===== src/design/lcbb_pkg.sv =====
// Shared constants, types and helpers of the light cone bounding box.
package lcbb_pkg;

  localparam int ANGLE_BITS = 16;
  localparam int PH_W       = 32;
  localparam int Q_BITS     = 33;
  localparam int N_STEP     = 5;
  localparam int STEP_LAT   = 3;
  localparam int X_DLY      = N_STEP * STEP_LAT + 1;
  localparam int O_DLY      = X_DLY + 1;
  localparam int TRIG_LAT   = X_DLY + 3;
  localparam int DIV_LAT    = Q_BITS + 3;
  localparam int BOX_LAT    = 4;
  localparam int CORE_LAT   = TRIG_LAT + DIV_LAT;
  localparam int Q_DEPTH    = 4;
  localparam int QP_W       = 2;

  localparam logic [30:0] ONE_Q30 = 31'h4000_0000;
  localparam logic [31:0] PI_Q30  = 32'd3373259426;

  // cosine series divisors and floor(2^32 / d)
  localparam logic [6:0]  COS_DIV [N_STEP] = '{7'd90, 7'd56, 7'd30, 7'd12, 7'd2};
  localparam logic [31:0] COS_RECIP [N_STEP] = '{
    32'd47721858, 32'd76695844, 32'd143165576, 32'd357913941, 32'd2147483648};
  // sine series
  localparam logic [6:0]  SIN_DIV [N_STEP-1] = '{7'd72, 7'd42, 7'd20, 7'd6};
  localparam logic [31:0] SIN_RECIP [N_STEP-1] = '{
    32'd59652323, 32'd102261126, 32'd214748364, 32'd715827882};

  localparam logic signed [35:0] S32_MAX = 36'sd2147483647;
  localparam logic signed [35:0] S32_MIN = -36'sd2147483648;

  typedef struct packed {
    logic signed [31:0] cx;
    logic signed [31:0] cy;
    logic [30:0]        rad;
    logic               special;
    logic [PH_W-1:0]    ph_h;
    logic [PH_W-1:0]    ph_1;
    logic [PH_W-1:0]    ph_2;
  } entry_t;

  function automatic logic signed [35:0] min3(input logic signed [35:0] a,
                                              input logic signed [35:0] b,
                                              input logic signed [35:0] c);
    logic signed [35:0] m;
    m = (a < b) ? a : b;
    return (m < c) ? m : c;
  endfunction

  function automatic logic signed [35:0] max3(input logic signed [35:0] a,
                                              input logic signed [35:0] b,
                                              input logic signed [35:0] c);
    logic signed [35:0] m;
    m = (a > b) ? a : b;
    return (m > c) ? m : c;
  endfunction

  function automatic logic signed [31:0] clamp32(input logic signed [35:0] v);
    logic signed [31:0] r;
    if (v > S32_MAX) begin
      r = 32'sh7FFF_FFFF;
    end else if (v < S32_MIN) begin
      r = 32'sh8000_0000;
    end else begin
      r = v[31:0];
    end
    return r;
  endfunction

endpackage


===== src/design/lcbb_front.sv =====
// Front end: accepts an item, sorts out the plain-box case and builds the phases.
module lcbb_front import lcbb_pkg::*; (
  input  logic               push,
  input  logic               full,
  input  logic signed [31:0] center_x,
  input  logic signed [31:0] center_y,
  input  logic [30:0]        light_radius,
  input  logic [15:0]        direction_angle,
  input  logic [16:0]        spread_angle,
  output logic               wr,
  output entry_t             ent
);

  logic [PH_W-1:0] dph;
  logic [PH_W-1:0] hph;

  // the direction fills the phase word exactly and the spread is halved; ph_1 and ph_2 wrap
  assign dph = PH_W'(direction_angle) << (PH_W - ANGLE_BITS);
  assign hph = PH_W'(spread_angle) << (PH_W - 1 - ANGLE_BITS);

  assign wr          = push && !full;
  assign ent.cx      = center_x;
  assign ent.cy      = center_y;
  assign ent.rad     = light_radius;
  assign ent.special = (spread_angle == '0) ||
                       (spread_angle >= 17'(1 << ANGLE_BITS));
  assign ent.ph_h    = hph;
  assign ent.ph_1    = dph + hph;
  assign ent.ph_2    = dph - hph;

endmodule


===== config.mk =====
export PLATFORM = sky130hd
export DESIGN_NAME = lcbb_front
export DESIGN_NICKNAME = d
export VERILOG_FILES = /design/src/design/lcbb_pkg.sv /design/src/design/lcbb_front.sv
export SDC_FILE = /design/constraint.sdc
export NUM_CORES = 1
export LEC_CHECK = 0
export ABC_AREA = 1
export ABC_CLOCK_PERIOD_IN_PS = 3900
export BUFFER_PORTS_ARGS = -buffer_cell sky130_fd_sc_hd__buf_2
export CORE_AREA = 2 2 126 128
export DETAILED_ROUTE_END_ITERATION = 8
export DIE_AREA = 0 0 128 130
export PLACE_DENSITY = 0.57
export SLEW_MARGIN = 5
export SYNTH_ARGS = -nofsm -noshare
export SYNTH_HDL_FRONTEND = slang
export SYNTH_SLANG_ARGS = --single-unit

===== constraint.sdc =====
create_clock -name vclk -period 3.9
set_clock_uncertainty 0.05 [all_clocks]
set_input_delay 1.17 -clock vclk [all_inputs]
set_output_delay 1.17 -clock vclk [all_outputs]
set_load 0.01 [all_outputs]

==> results.sh <==
export IMPL_ys_seq_area_frac=0
export IMPL_n_sequential_cell=0
export IMPL_power_uw=566.8
export IMPL_power_density_nw_per_um2=169.3
export IMPL_vias=2871
export IMPL_core_area_um2=15420
export IMPL_rsz0062_at_grt="true"
export IMPL_multi_input_area_um2=2004
export IMPL_synth_cell_types=25
export IMPL_io_buffers=88
export IMPL_fillers=1821
export IMPL_placed_cell_area_um2=3085
export IMPL_antenna_cells=0
export IMPL_ant_nets=0
export IMPL_initial_core_util=0.2053
export IMPL_synth_area_top_cells="buf_4 (39%), nand2_1 (17%), ha_1 (12%)"
export IMPL_dr_pass1_iters=4
export IMPL_finish_instance_area_um2=3348
export IMPL_netlist_area_um2=3167
export IMPL_setup_violations=0
export IMPL_status="finished clean"
export IMPL_dp_cells=741
export IMPL_dieArea_um2=16640
export IMPL_gp_congestion=0.8523
export IMPL_drc=0
export IMPL_p_leak_nw=2.057
export IMPL_mostFrequentLayoutCell="nand2_1"
export IMPL_whs_ps=2290
export IMPL_grt_overflow=0
export IMPL_hold_violations=0
export IMPL_cp_data_arrival_time_ps=2620
export IMPL_syn2layout_area_growth_pct=5.729
export IMPL_crit_buf_inv=4
export IMPL_track_usage=0.1145
export IMPL_place_ws_ps=-107.5
export IMPL_die_height_um=130
export IMPL_die_w_um=128
export IMPL_hpwlAfterDp_um=9143
export IMPL_critPathCaptureType="primary output"
export IMPL_worstPathCellList="buf_4, ha_4, fa_2, nand2_2, nand2_4, buf_6, nand2_4, o21ai_2, xor2_1, buf_4, buf_2"
export IMPL_hp_class="primary input to primary output"
export IMPL_syn_area_per_cell_um2=5.854
export IMPL_vdd_drop_max_mv=0.03576
export IMPL_fmax_ghz=0.2601
export IMPL_finalNetCount=715
export IMPL_grt_pass1_wl_um=14790
export IMPL_antenna_found_initial=1
export IMPL_maxSlewViolCount=0
export IMPL_required_ps=2680
export IMPL_clock_buffers=0
export IMPL_yosys_warnings=0
export IMPL_viasPerCell=3.864
export IMPL_slowest_stage="fa_2"
export IMPL_final_cell_mix="nand2_1 (131), buf_2 (87), inv_1 (79), buf_4 (46), conb_1 (45)"
export IMPL_path_class="primary input to primary output"
export IMPL_period_minus_slack_ps=3845
export IMPL_start_kind="primary input"
export IMPL_fin_crit_sh=0.9858
export IMPL_rows=46
export IMPL_drive_gt1_frac=0.3394
export IMPL_path_max_fanout=3
export IMPL_fin_ws_ps=55.30
export IMPL_drtIter0Drc=89
export IMPL_cap_violations=0
export IMPL_drt_total_wl_um=10320
export IMPL_critPathTopFamily="adder cells"
export IMPL_netlist_instances=541
export IMPL_seqCellArea_um2=0
export IMPL_routedWlPerCell_um=13.89
export IMPL_io_pins=323
export IMPL_grt_max_degree=10
export IMPL_yosys_area_top_type_share=0.3888
export IMPL_final_cells=743
export IMPL_grt_pass1_vias=2643
export IMPL_crit_path_max_incr_delay_ps=370
export IMPL_synth_top_area_cell="buf_4"
repair_timing:
action	CTS	global route
pin swaps	1	8
buffers inserted	0	2
endpoints found under the setup margin	13	21
hold buffers	0	0
resized for setup	10	52
cell usage after synthesis:
| cell type | number |
|---|---|
| nand4_1 | 6 |
| nand2_2 | 1 |
| nor3_2 | 2 |
| nor2_1 | 22 |
| and2_1 | 4 |
| inv_2 | 1 |
| nand2_1 | 147 |
| xor2_1 | 13 |
| nor3_1 | 2 |
| xnor2_1 | 2 |
| buf_4 | 164 |
| inv_1 | 82 |
| and3_1 | 1 |
| conb_1 | 1 |
| nor4_1 | 4 |
| nand3_1 | 27 |
| buf_6 | 1 |
| o21ai_1 | 1 |
| buf_2 | 3 |
| a21oi_1 | 18 |
| o21ai_0 | 1 |
| a21oi_2 | 2 |
| ha_1 | 30 |
| o21bai_1 | 4 |
| fa_1 | 2 |
area by class of cell:
type | instances | area share
repair buffers | 134 | 0.2365
multi-input cells | 334 | 0.5987
well taps | 192 | 0.07175
inverters | 83 | 0.09305
cells by family after synthesis:
family	Yosys count	synth area share
other cells	1	0.001184
compound gates	26	0.04662
xor+xnor	15	0.04149
simple gates	216	0.2841
fa+ha+maj	32	0.1312
buf+inv	251	0.4955
per-stage QoR:
step                        util  TNS, ps
after CTS                 0.2018        0
final                     0.2171        0
after global routing      0.2171   -30.42
after floorplan                -        0
after global placement    0.2000   -597.1
after detailed placement  0.2000   -626.9
power breakdown:
| group | leakage [nW] | switching [mW] | internal [mW] |
|---|---|---|---|
| combinational | 2.06 | 0.336 | 0.231 |
| clock | 0 | 0 | 0 |
| sequential | 0 | 0 | 0 |
| total | 2.06 | 0.336 | 0.231 |
layer usage:
metal / vias up / share of wire / wire (um) / GRT usage
li1: 1453 / - / - / -
met1: 1218 / 0.41 / 4185 / 0.1394
met2: 158 / 0.45 / 4625 / 0.1950
met3: 40 / 0.098 / 1013 / 0.02993
met4: 2 / 0.047 / 480 / 0.04202
met5: - / 0.0013 / 13 / 0
worst paths after layout:
kind             from        to  slack (ps)  cells after the start
min   light_radius[8]  ent[105]        2290                      0
max   spread_angle[1]   ent[56]          60                     11
No activity file was read; power rests on OpenSTA's default activity.
