<file path="config.mk">
export PLATFORM = sky130hd
export DESIGN_NAME = lcbb_queue
export DESIGN_NICKNAME = d
export VERILOG_FILES = /design/src/design/lcbb_pkg.sv /design/src/design/lcbb_queue.sv
export SDC_FILE = /design/constraint.sdc
export NUM_CORES = 1
export LEC_CHECK = 0
export BUFFER_PORTS_ARGS = -buffer_cell sky130_fd_sc_hd__buf_4
export CAP_MARGIN = 20
export CORE_UTILIZATION = 55
export CTS_CLUSTER_SIZE = 30
export DETAILED_ROUTE_END_ITERATION = 12
export PLACE_DENSITY = 0.77
export SETUP_SLACK_MARGIN = 0.4
export SKIP_CTS_REPAIR_TIMING = 1
export SLEW_MARGIN = 20
export SYNTH_ARGS = -nofsm -noshare
export SYNTH_HDL_FRONTEND = slang
export SYNTH_SLANG_ARGS = --single-unit
</file>
<file path="constraint.sdc">
create_clock -name clk -period 12.6 [get_ports clk]
set_clock_uncertainty 0.15 [all_clocks]
set_input_delay 1.89 -clock clk [delete_from_list [all_inputs] [get_ports clk]]
set_output_delay 1.89 -clock clk [all_outputs]
set_load 0.01 [all_outputs]
</file>
<file path="src/design/lcbb_pkg.sv">
// Shared constants, types and helpers of the light cone bounding box.
package lcbb_pkg;

  localparam int ANGLE_BITS = 16;
  localparam int PH_W       = 32;
  localparam int Q_BITS     = 33;
  localparam int N_STEP     = 5;
  localparam int STEP_LAT   = 3;
  localparam int X_DLY      = N_STEP * STEP_LAT + 1;
  localparam int O_DLY      = X_DLY + 1;
  localparam int TRIG_LAT   = X_DLY + 3;
  localparam int DIV_LAT    = Q_BITS + 3;
  localparam int BOX_LAT    = 4;
  localparam int CORE_LAT   = TRIG_LAT + DIV_LAT;
  localparam int Q_DEPTH    = 4;
  localparam int QP_W       = 2;

  localparam logic [30:0] ONE_Q30 = 31'h4000_0000;
  localparam logic [31:0] PI_Q30  = 32'd3373259426;

  // cosine series divisors and floor(2^32 / d)
  localparam logic [6:0]  COS_DIV [N_STEP] = '{7'd90, 7'd56, 7'd30, 7'd12, 7'd2};
  localparam logic [31:0] COS_RECIP [N_STEP] = '{
    32'd47721858, 32'd76695844, 32'd143165576, 32'd357913941, 32'd2147483648};
  // sine series
  localparam logic [6:0]  SIN_DIV [N_STEP-1] = '{7'd72, 7'd42, 7'd20, 7'd6};
  localparam logic [31:0] SIN_RECIP [N_STEP-1] = '{
    32'd59652323, 32'd102261126, 32'd214748364, 32'd715827882};

  localparam logic signed [35:0] S32_MAX = 36'sd2147483647;
  localparam logic signed [35:0] S32_MIN = -36'sd2147483648;

  typedef struct packed {
    logic signed [31:0] cx;
    logic signed [31:0] cy;
    logic [30:0]        rad;
    logic               special;
    logic [PH_W-1:0]    ph_h;
    logic [PH_W-1:0]    ph_1;
    logic [PH_W-1:0]    ph_2;
  } entry_t;

  function automatic logic signed [35:0] min3(input logic signed [35:0] a,
                                              input logic signed [35:0] b,
                                              input logic signed [35:0] c);
    logic signed [35:0] m;
    m = (a < b) ? a : b;
    return (m < c) ? m : c;
  endfunction

  function automatic logic signed [35:0] max3(input logic signed [35:0] a,
                                              input logic signed [35:0] b,
                                              input logic signed [35:0] c);
    logic signed [35:0] m;
    m = (a > b) ? a : b;
    return (m > c) ? m : c;
  endfunction

  function automatic logic signed [31:0] clamp32(input logic signed [35:0] v);
    logic signed [31:0] r;
    if (v > S32_MAX) begin
      r = 32'sh7FFF_FFFF;
    end else if (v < S32_MIN) begin
      r = 32'sh8000_0000;
    end else begin
      r = v[31:0];
    end
    return r;
  endfunction

endpackage

</file>
<file path="src/design/lcbb_queue.sv">
// Short queue between the front end and the compute pipeline.
module lcbb_queue import lcbb_pkg::*; (
  input  logic   clk,
  input  logic   rst,
  input  logic   wr,
  input  entry_t wr_ent,
  input  logic   rd,
  output entry_t head,
  output logic   full,
  output logic   empty
);

  entry_t          slots [Q_DEPTH];
  logic [QP_W-1:0] wp;
  logic [QP_W-1:0] rp;
  logic [QP_W:0]   cnt;

  assign full  = (cnt == (QP_W+1)'(Q_DEPTH));
  assign empty = (cnt == '0);
  assign head  = slots[rp];

  always_ff @(posedge clk) begin
    if (wr) begin
      slots[wp] <= wr_ent;
    end
  end

  always_ff @(posedge clk) begin
    if (rst) begin
      wp  <= '0;
      rp  <= '0;
      cnt <= '0;
    end else begin
      if (wr) begin
        wp <= wp + 1'b1;
      end
      if (rd) begin
        rp <= rp + 1'b1;
      end
      if (wr && !rd) begin
        cnt <= cnt + 1'b1;
      end else if (rd && !wr) begin
        cnt <= cnt - 1'b1;
      end
    end
  end

endmodule

</file>
==> results of run 1 <==
metrics by stage:
stage,worst slack [ns],util,cell area (sq um)
2_1_floorplan,5.626,-,28340
3_3_place_gp,7.818,0.6283,31720
3_5_place_dp,7.797,0.6283,31720
4_1_cts,7.116,0.6763,34140
5_1_grt,6.977,0.6763,34140
6_report,7.293,0.6763,34140
placed cells by master, fill, tap and decap left out, types with 4 or more instances in the layout:
| cell type | synthesis | layout |
|---|---|---|
| clkinv_1 | 0 | 19 |
| clkinv_2 | 0 | 6 |
| bufinv_16 | 0 | 7 |
| and2_4 | 0 | 4 |
| ha_1 | 5 | 5 |
| mux4_2 | 192 | 192 |
| inv_1 | 4 | 4 |
| buf_4 | 1 | 403 |
| clkbuf_1 | 4 | 16 |
| clkbuf_16 | 0 | 78 |
| nor2_1 | 7 | 7 |
| edfxtp_1 | 768 | 768 |
| inv_6 | 0 | 4 |
| dfxtp_1 | 9 | 7 |
report_power, final:
part | switching, uW | internal (uW)
registers | 43.0 | 2970
clock network | 904 | 1280
logic | 288 | 302
layer usage:
layer,vias to the layer above,share of wire
met5,-,0.00076
met2,493,0.50
met1,6470,0.39
met4,6,0.022
li1,5406,-
met3,79,0.095
kinds of logic (layout without fill, tap and decap cells):
family / count (synthesis) / after routing / share of synthesized area
AOI/OAI and AO/OA: 2 / 2 / 0.0003529
xor gates and xnor gates: 5 / 5 / 0.001546
adders and majority gates: 6 / 6 / 0.002914
buffers and inverters: 48 / 544 / 0.01903
DFF: 777 / 777 / 0.8202
muxes: 194 / 194 / 0.1533
and+or+nand+nor: 15 / 15 / 0.002605
sequential cells by signal, summed over array words and instances, names as in the netlist, named ones only:
register  cells
cnt           3
rp            2
slots       768
wp            2
layout make-up:
type / instances / area, sq um / share of cell area
sequential: 777 / 23250 / 0.6811
multi-input combinational: 222 / 4564 / 0.1337
timing repair buffer: 404 / 3045 / 0.08921
clock buffer: 95 / 2026 / 0.05934
tap: 672 / 840.8 / 0.02463
clock inverter: 41 / 395.4 / 0.01158
inverter: 4 / 15.01 / 0.0004398
how the worst max path moves through the flow:
stage / from / end / slack, ns / depth (start not counted)
finish: flop / head[157] / 7.29 / 3
global route: flop / head[157] / 6.98 / 3
CTS: flop / head[157] / 7.12 / 3
detailed placement: flop / head[157] / 7.80 / 3
global placement: flop / head[157] / 7.82 / 3
floorplan: wr / slots[0][0]$_DFFE_PP_ / 5.63 / 1
worst max-delay path: cells and delay by family (launching register included):
| family | cells | cell delay, ns |
|---|---|---|
| muxes | 1 | 0.66 |
| buffers and inverters | 2 | 1.01 |
| DFF | 1 | 0.85 |
cell usage after synthesis, drive strengths merged:
cell type / number / share of area
mux4: 192 / 0.15
a21oi: 1 / 0.00018
buf: 40 / 0.018
and2: 4 / 0.00088
nor3b: 1 / 0.00027
nand2: 1 / 0.00013
xnor2: 2 / 0.00062
dfxtp: 9 / 0.0064
clkbuf: 4 / 0.00053
mux2i: 2 / 0.00071
ha: 5 / 0.0022
fa: 1 / 0.00071
or3: 1 / 0.00022
nor3: 1 / 0.00018
o21ai: 1 / 0.00018
edfxtp: 768 / 0.81
nor2: 7 / 0.00093
inv: 4 / 0.00053
xor2: 3 / 0.00093
==> impl_metrics.py, run 1 <==
metrics = {
    "worst_setup_path": {
        "critical_path_class": "reg -> out",
        "cpPeakStageDelay_ns": 0.85,
        "path_max_fanout": 49,
        "cp_slowest_cell": "dfxtp_4",
        "crit_path_start_kind": "flop",
        "crit_top_cell": "buf_4",
        "worstPathArrival_ns": 3.27,
        "worstSetupEndpointType": "output pin",
        "cp.required_ns": 10.56,
        "path_cells": "buf_4, mux4_2, buf_4",
        "rrSetupSlack_ns": 9.38,
        "rr_worst_depth": 5,
        "r2r_start": "wp[0]$_SDFFE_PP0P_",
        "reg2reg_to": "slots[0][38]$_DFFE_PP_",
    },
    "timing": {
        "max_freq_ghz": 0.1884,
        "fin_crit_ns": 5.307,
        "tns_ns": 0,
        "hold_viol_final": 0,
        "grt_setup_unrepaired": "false",
        "fin_hold_ws_ns": 0.3543,
        "worst_pin_slew_ns": 1.022,
        "max_slew_margin": 0.3185,
        "setup_viol": 0,
        "post-route-period-util": 0.4212,
        "slew_violations": 0,
    },
    "grt": {
        "gr-usage-met2": 0.3315,
        "track_usage": 0.2093,
        "grt_max_degree": 107,
        "grt_util_met1": 0.2760,
        "grt_overflow": 0,
        "grt_pass1_vias": 13412,
        "grt_most_used_layer": "met2",
        "antenna_found_initial": 3,
        "met3_usage": 0.06897,
        "grt_pass1_wl_microns": 80850,
    },
    "synth": {
        "seq_area_frac_synth": 0.8202,
        "netlist_instances": 1047,
        "synth.ff_latch_count": 777,
        "synth_nets": 1249,
        "ys_warn_count": 0,
        "synth_area_per_cell_sq_um": 27.06,
        "synth_area_sq_um": 28340,
        "synth_cell_type_count": 22,
    },
    "cts": {
        "cts_sinks": 777,
        "cts_buffer_depth": 3,
        "clockRootBuffer": "clkbuf_16",
        "cts_tree": "done",
        "path_clk_slew_ns": 0.06,
        "htreeDepth": 3,
        "clkLatencyLatePin_ns": 0.61,
        "numCtsBuffers": 76,
    },
    "power": {
        "vdd_drop_max_mv": 0.1111,
        "powerDensity_nw_per_um2": 169.8,
        "leakagePower_uw": 0.01143,
        "total_power_uw": 5796,
    },
    "place": {
        "hpwl_microns": 31890,
        "placed_cells": 2079,
        "numPortBuffers": 389,
        "place_congestion": 0.7335,
    },
    "cells_and_area": {
        "layout-drive-gt1-share": 0.4556,
        "syn_to_final_growth_pct": 20.47,
        "fillers": 3083,
        "instances_no_fill": 2215,
        "num_antenna_cells": 0,
        "nets": 1687,
    },
    "floorplan": {
        "rows": 82,
        "start_util": 0.5613,
        "fp.dieH_microns": 229.0,
        "ios": 390,
        "die_w_microns": 229.0,
        "die_area_sq_um": 52430,
        "coreArea_sq_um": 50480,
    },
    "run_status": {
        "run_status": "finished, final reports clean",
    },
    "run": {
        "drv_cap": 0,
    },
    "route": {
        "drt_pass1_iterations": 5,
        "drc": 0,
        "drt_iter0_markers": 823,
        "ant_nets": 0,
        "wl_per_cell_microns": 24.46,
        "vias": 12454,
        "routed_wl_microns": 54180,
        "viasPerCell": 5.623,
    },
    "min_path": {
        "worstHoldPathType": "reg -> reg",
        "whs_endpoint": "cnt[2]$_SDFFE_PP0P_",
        "worstHoldStart": "cnt[2]$_SDFFE_PP0P_",
        "worstHoldPathCells": 2,
    },
}
No activity file was read; power rests on OpenSTA's default activity.
==> run 2, diff against run 1 <==
clock period = 5 ns   (was 12.6 ns; I/O delays follow)
==> run 2 against run 1 <==
Against the previous run: final area increased by 0.48%; register-to-register slack got worse by 6.8 ns; power rose to 2.5 times the previous value; sequential power grew to 2.5 times the previous value; worst hold slack lost 0.17 ns; routed wire length is 5.6% higher; sequential share of layout area fell by 0.33 points; critical path depth is the same; via count grew 2.2%; clock-buffer cell count increased by 6; flip-flop and latch count is the same; critical endpoint is now head[120]; largest cell class unchanged.
==> impl_metrics.py, run 2 (same netlist as run 1, synthesis figures left out) <==
metrics = {
    "run_status": {
        "run_status": "finished, final reports clean",
    },
    "floorplan": {
        "coreArea_sq_um": 50480,
        "die_w_microns": 229.0,
        "start_util": 0.5613,
        "rows": 82,
        "fp.dieH_microns": 229.0,
        "ios": 390,
        "die_area_sq_um": 52430,
    },
    "cts": {
        "cts_sinks": 777,
        "clockRootBuffer": "clkbuf_16",
        "path_clk_slew_ns": 0.06,
        "cts_buffer_depth": 3,
        "htreeDepth": 3,
        "numCtsBuffers": 76,
        "clkLatencyLatePin_ns": 0.61,
        "cts_tree": "done",
    },
    "grt": {
        "antenna_found_initial": 7,
        "grt_pass1_vias": 13732,
        "grt_overflow": 0,
        "track_usage": 0.2205,
        "grt_max_degree": 129,
        "grt_pass1_wl_microns": 84700,
    },
    "cells_and_area": {
        "regMostFlops": "slots",
        "layout_common_cells": "edfxtp_1, buf_4, mux4_2",
        "largest_reg_flops": 768,
        "final_area_sq_um": 34300,
        "largestRegisters": "slots x768, cnt x3",
        "nets": 1692,
        "layout_commonest_cell": "edfxtp_1",
        "layout-drive-gt1-share": 0.4584,
        "syn_to_final_growth_pct": 21.05,
    },
    "route": {
        "wl_per_cell_microns": 25.72,
        "drt_pass1_iterations": 4,
        "routed_wl_microns": 57230,
        "ant_nets": 0,
        "drc": 0,
        "drt_iter0_markers": 841,
        "viasPerCell": 5.723,
        "vias": 12734,
    },
    "place": {
        "numPortBuffers": 389,
        "hpwl_microns": 32880,
        "dpl_cell_area_sq_um": 31890,
        "place_congestion": 0.7515,
    },
    "power": {
        "powerDensity_nw_per_um2": 426.1,
        "vdd_drop_max_mv": 0.3358,
        "total_power_uw": 14620,
        "leakagePower_uw": 0.01148,
    },
    "worst_setup_path": {
        "cp_slowest_cell": "dfxtp_4",
        "crit_buf_inv": 2,
        "worstSetupEndpointType": "output pin",
        "worstPathArrival_ns": 2.82,
        "path_max_fanout": 46,
        "crit_top_cell": "buf_4",
        "cpPeakStageDelay_ns": 1.01,
        "critical_path_class": "reg -> out",
        "path_cells": "buf_4, mux4_2, buf_4",
        "cp.required_ns": 4.10,
        "crit_family": "flip-flops",
        "crit_path_start_kind": "flop",
    },
    "timing": {
        "grt_setup_unrepaired": "false",
        "setup_viol": 0,
        "post-route-period-util": 0.7447,
        "tns_ns": 0,
        "slew_violations": 0,
        "worst_pin_slew_ns": 1.028,
        "max_freq_ghz": 0.2686,
        "max_slew_margin": 0.3145,
        "hold_viol_final": 0,
        "fin_crit_ns": 3.724,
    },
    "run": {
        "drv_cap": 0,
    },
    "min_path": {
        "worstHoldPathType": "in -> reg",
    },
}
-- run 2: cell count changes in the layout (fill, tap and decap cells not counted) --
cell        previous run  this run
bufinv_16              7         6
clkinv_2               6         8
buf_4                403       397
diode_2                0         4
clkinv_4               2         3
clkinvlp_4             2         3
clkinv_1              19        11
buf_12                 1        12
clkbuf_8               1         0
clkbuf_1              16        23
-- run 2: layout make-up --
class	count	area (sq um)
Multi-Input combinational cell	222	4564
Clock inverter	36	361.6
Inverter	4	15.01
Sequential cell	777	23250
Fill cell	3025	16180
Timing Repair Buffer	409	3221
Clock buffer	101	2038
Antenna cell	4	10.01
Tap cell	672	840.8
-- run 2: worst paths after layout --
kind                                    startpoint                endpoint  slack (ns)  cells past startpoint
worst max-delay path                          flop               head[120]        1.28                      3
worst min-delay path                    wr_ent[74]  slots[3][74]$_DFFE_PP_        0.18                      1
worst max register to register  wp[0]$_SDFFE_PP0P_   slots[0][0]$_DFFE_PP_        2.56                      4
worst min register to register  rp[1]$_SDFFE_PP0P_      rp[1]$_SDFFE_PP0P_        0.38                      2
-- run 2: metal layers --
layer  vias to the layer above  wire length [microns]  track usage
met4                         6                   1067      0.07063
li1                       5433                      -            -
met2                       516                  29280       0.3610
met3                        73                   5175      0.06885
met1                      6706                  21670       0.2843
met5                         -                     43            0
-- run 2: where the power goes --
group	leakage (uW)	total [uW]	switching (uW)	internal [uW]
combinational	0.00319	1540	757	783
sequential	0.00713	7600	106	7490
clock	0.00116	5480	2290	3190
total	0.0115	14600	3150	11500
-- run 2: metrics by stage --
step / setup WS [ns] / instances / hold slack [ns] / utilization
final: 1.276 / 2225 / 0.1820 / 0.6795
after global routing: 1.081 / 2222 / 0.1545 / 0.6794
after CTS: 1.143 / 2221 / 0.1383 / 0.6793
after detailed placement: 1.826 / 2084 / 0.3658 / 0.6318
after global placement: 1.831 / 2084 / 0.3358 / 0.6318
after floorplan: 1.307 / 1047 / 0.3163 / -
==> run 3, diff against run 2 <==
clock period = 3.8 ns   (was 5 ns; I/O delays follow)
==> run 3 against run 2 <==
Against the previous run: largest power group unchanged; worst setup slack worse by 0.60 ns; final area is 5.3% higher; core utilization is 3.6 points higher; largest cell class unchanged; clock power is 36% higher.
==> impl_metrics.py, run 3 (same netlist as run 1, synthesis figures left out) <==
metrics = {
    "floorplan": {
        "fp.dieH_microns": 229.0,
        "rows": 82,
        "coreArea_sq_um": 50480,
        "die_w_microns": 229.0,
        "start_util": 0.5613,
        "ios": 390,
        "die_area_sq_um": 52430,
    },
    "worst_setup_path": {
        "rrSetupSlack_ns": 1.55,
        "r2r_start": "wp[0]$_SDFFE_PP0P_",
        "crit_path_start_kind": "flop",
        "worstPathArrival_ns": 2.40,
        "rr_worst_depth": 4,
        "path_max_fanout": 16,
        "cp.required_ns": 3.08,
        "crit_end": "head[165]",
        "worstSetupEndpointType": "output pin",
        "critical_path_class": "reg -> out",
        "reg2reg_to": "slots[0][80]$_DFFE_PP_",
    },
    "power": {
        "power.switching_uw": 4321,
        "vdd_drop_max_mv": 0.4750,
        "powerDensity_nw_per_um2": 544.3,
        "p_sw_frac": 0.2199,
        "cell_internal_pwr_uw": 15330,
        "leakagePower_uw": 0.01227,
        "combPwrFrac": 0.114,
        "p_seq_frac": 0.508,
        "p_clk_frac": 0.378,
    },
    "grt": {
        "grt_overflow": 0,
        "grt_max_degree": 86,
        "track_usage": 0.2244,
        "grt_pass1_vias": 13550,
        "grt_pass1_wl_microns": 85830,
        "antenna_found_initial": 7,
    },
    "cells_and_area": {
        "post-route-util": 0.7154,
        "nets": 1863,
        "largestRegisters": "slots x768, cnt x3",
        "regMostFlops": "slots",
        "layout_commonest_cell": "edfxtp_1",
        "layout_common_cells": "edfxtp_1, buf_4, mux4_2",
        "layout-drive-gt1-share": 0.4262,
        "largest_reg_flops": 768,
        "syn_to_final_growth_pct": 27.44,
    },
    "timing": {
        "tns_ns": 0,
        "worst_pin_slew_ns": 0.9589,
        "max_slew_margin": 0.3607,
        "hold_viol_final": 0,
        "fin_crit_ns": 3.119,
        "slew_violations": 0,
        "fin_hold_ws_ns": 0.004426,
        "max_freq_ghz": 0.3206,
        "grt_setup_unrepaired": "false",
        "post-route-period-util": 0.8207,
        "setup_viol": 0,
    },
    "route": {
        "routed_wl_microns": 62220,
        "drt_iter0_markers": 969,
        "met3_length_microns": 5534,
        "drc": 0,
        "wl_per_cell_microns": 25.95,
        "ant_nets": 0,
        "met1Wirelength_microns": 23030,
        "vias": 13640,
        "drt_pass1_iterations": 4,
        "viasPerCell": 5.688,
        "dr.max_layer_used": "met5",
        "wl_met2_microns": 32130,
    },
    "cts": {
        "cts_buffer_depth": 3,
        "clockRootBuffer": "clkbuf_16",
        "htreeDepth": 3,
        "cts_tree": "done",
        "clkLatencyLatePin_ns": 0.61,
        "path_clk_slew_ns": 0.06,
        "cts_sinks": 777,
        "numCtsBuffers": 76,
    },
    "place": {
        "place_congestion": 0.7447,
        "numPortBuffers": 389,
        "hpwl_microns": 34640,
    },
    "run": {
        "drv_cap": 0,
    },
    "min_path": {
        "worstHoldPathType": "in -> reg",
    },
    "run_status": {
        "run_status": "finished, final reports clean",
    },
}
-- run 3: per-layer routing --
layer,track usage,up-vias
met5,0,-
met4,0.07208,8
met3,0.07495,102
met2,0.3650,632
met1,0.2880,7123
li1,-,5775
-- run 3: worst min-delay path by stage --
stage                        startpoint                     end  slack (ns)  depth (start not counted)
floorplan           cnt[2]$_SDFFE_PP0P_     cnt[2]$_SDFFE_PP0P_        0.32                          2
global placement    cnt[2]$_SDFFE_PP0P_     cnt[2]$_SDFFE_PP0P_        0.33                          2
detailed placement  cnt[2]$_SDFFE_PP0P_     cnt[2]$_SDFFE_PP0P_        0.34                          2
CTS                          wr_ent[90]  slots[1][90]$_DFFE_PP_       -0.04                          1
global route                 wr_ent[57]  slots[2][57]$_DFFE_PP_       -0.01                          1
finish                       wr_ent[57]  slots[2][57]$_DFFE_PP_       0.004                          1
-- run 3: area by class of cell --
cell class,instances,area (sq um)
Clock inverter,45,444.2
Tap cell,672,840.8
Antenna cell,4,10.01
Sequential cell,777,23250
Clock buffer,94,2012
Multi-Input combinational cell,222,4564
Timing Repair Buffer,580,4975
Inverter,4,15.01
Fill cell,2779,14370
-- run 3: power groups by stage --
stage,logic [uW],registers (uW),clock network (uW)
finish,2230,9990,7430
global route,2360,10000,7860
CTS,2090,9990,7510
detailed placement,2070,10200,0
global placement,2040,10100,0
floorplan,1130,10100,0
-- run 3: worst max-delay path: stages, from the launching register on --
cell and delay, ns:
dfxtp_4 0.61, buf_4 0.40, mux4_2 0.60, buf_4 0.17
-- run 3: stage by stage --
step	instance area [sq um]	std cells	setup slack, ns	power [uW]
2_1_floorplan	28350	1047	1.294	11230
3_3_place_gp	32090	2101	1.088	12170
3_5_place_dp	32090	2101	1.052	12240
4_1_cts	34550	2240	0.3737	19590
5_1_grt	36110	2397	0.5296	20240
6_report	36110	2398	0.6812	19650
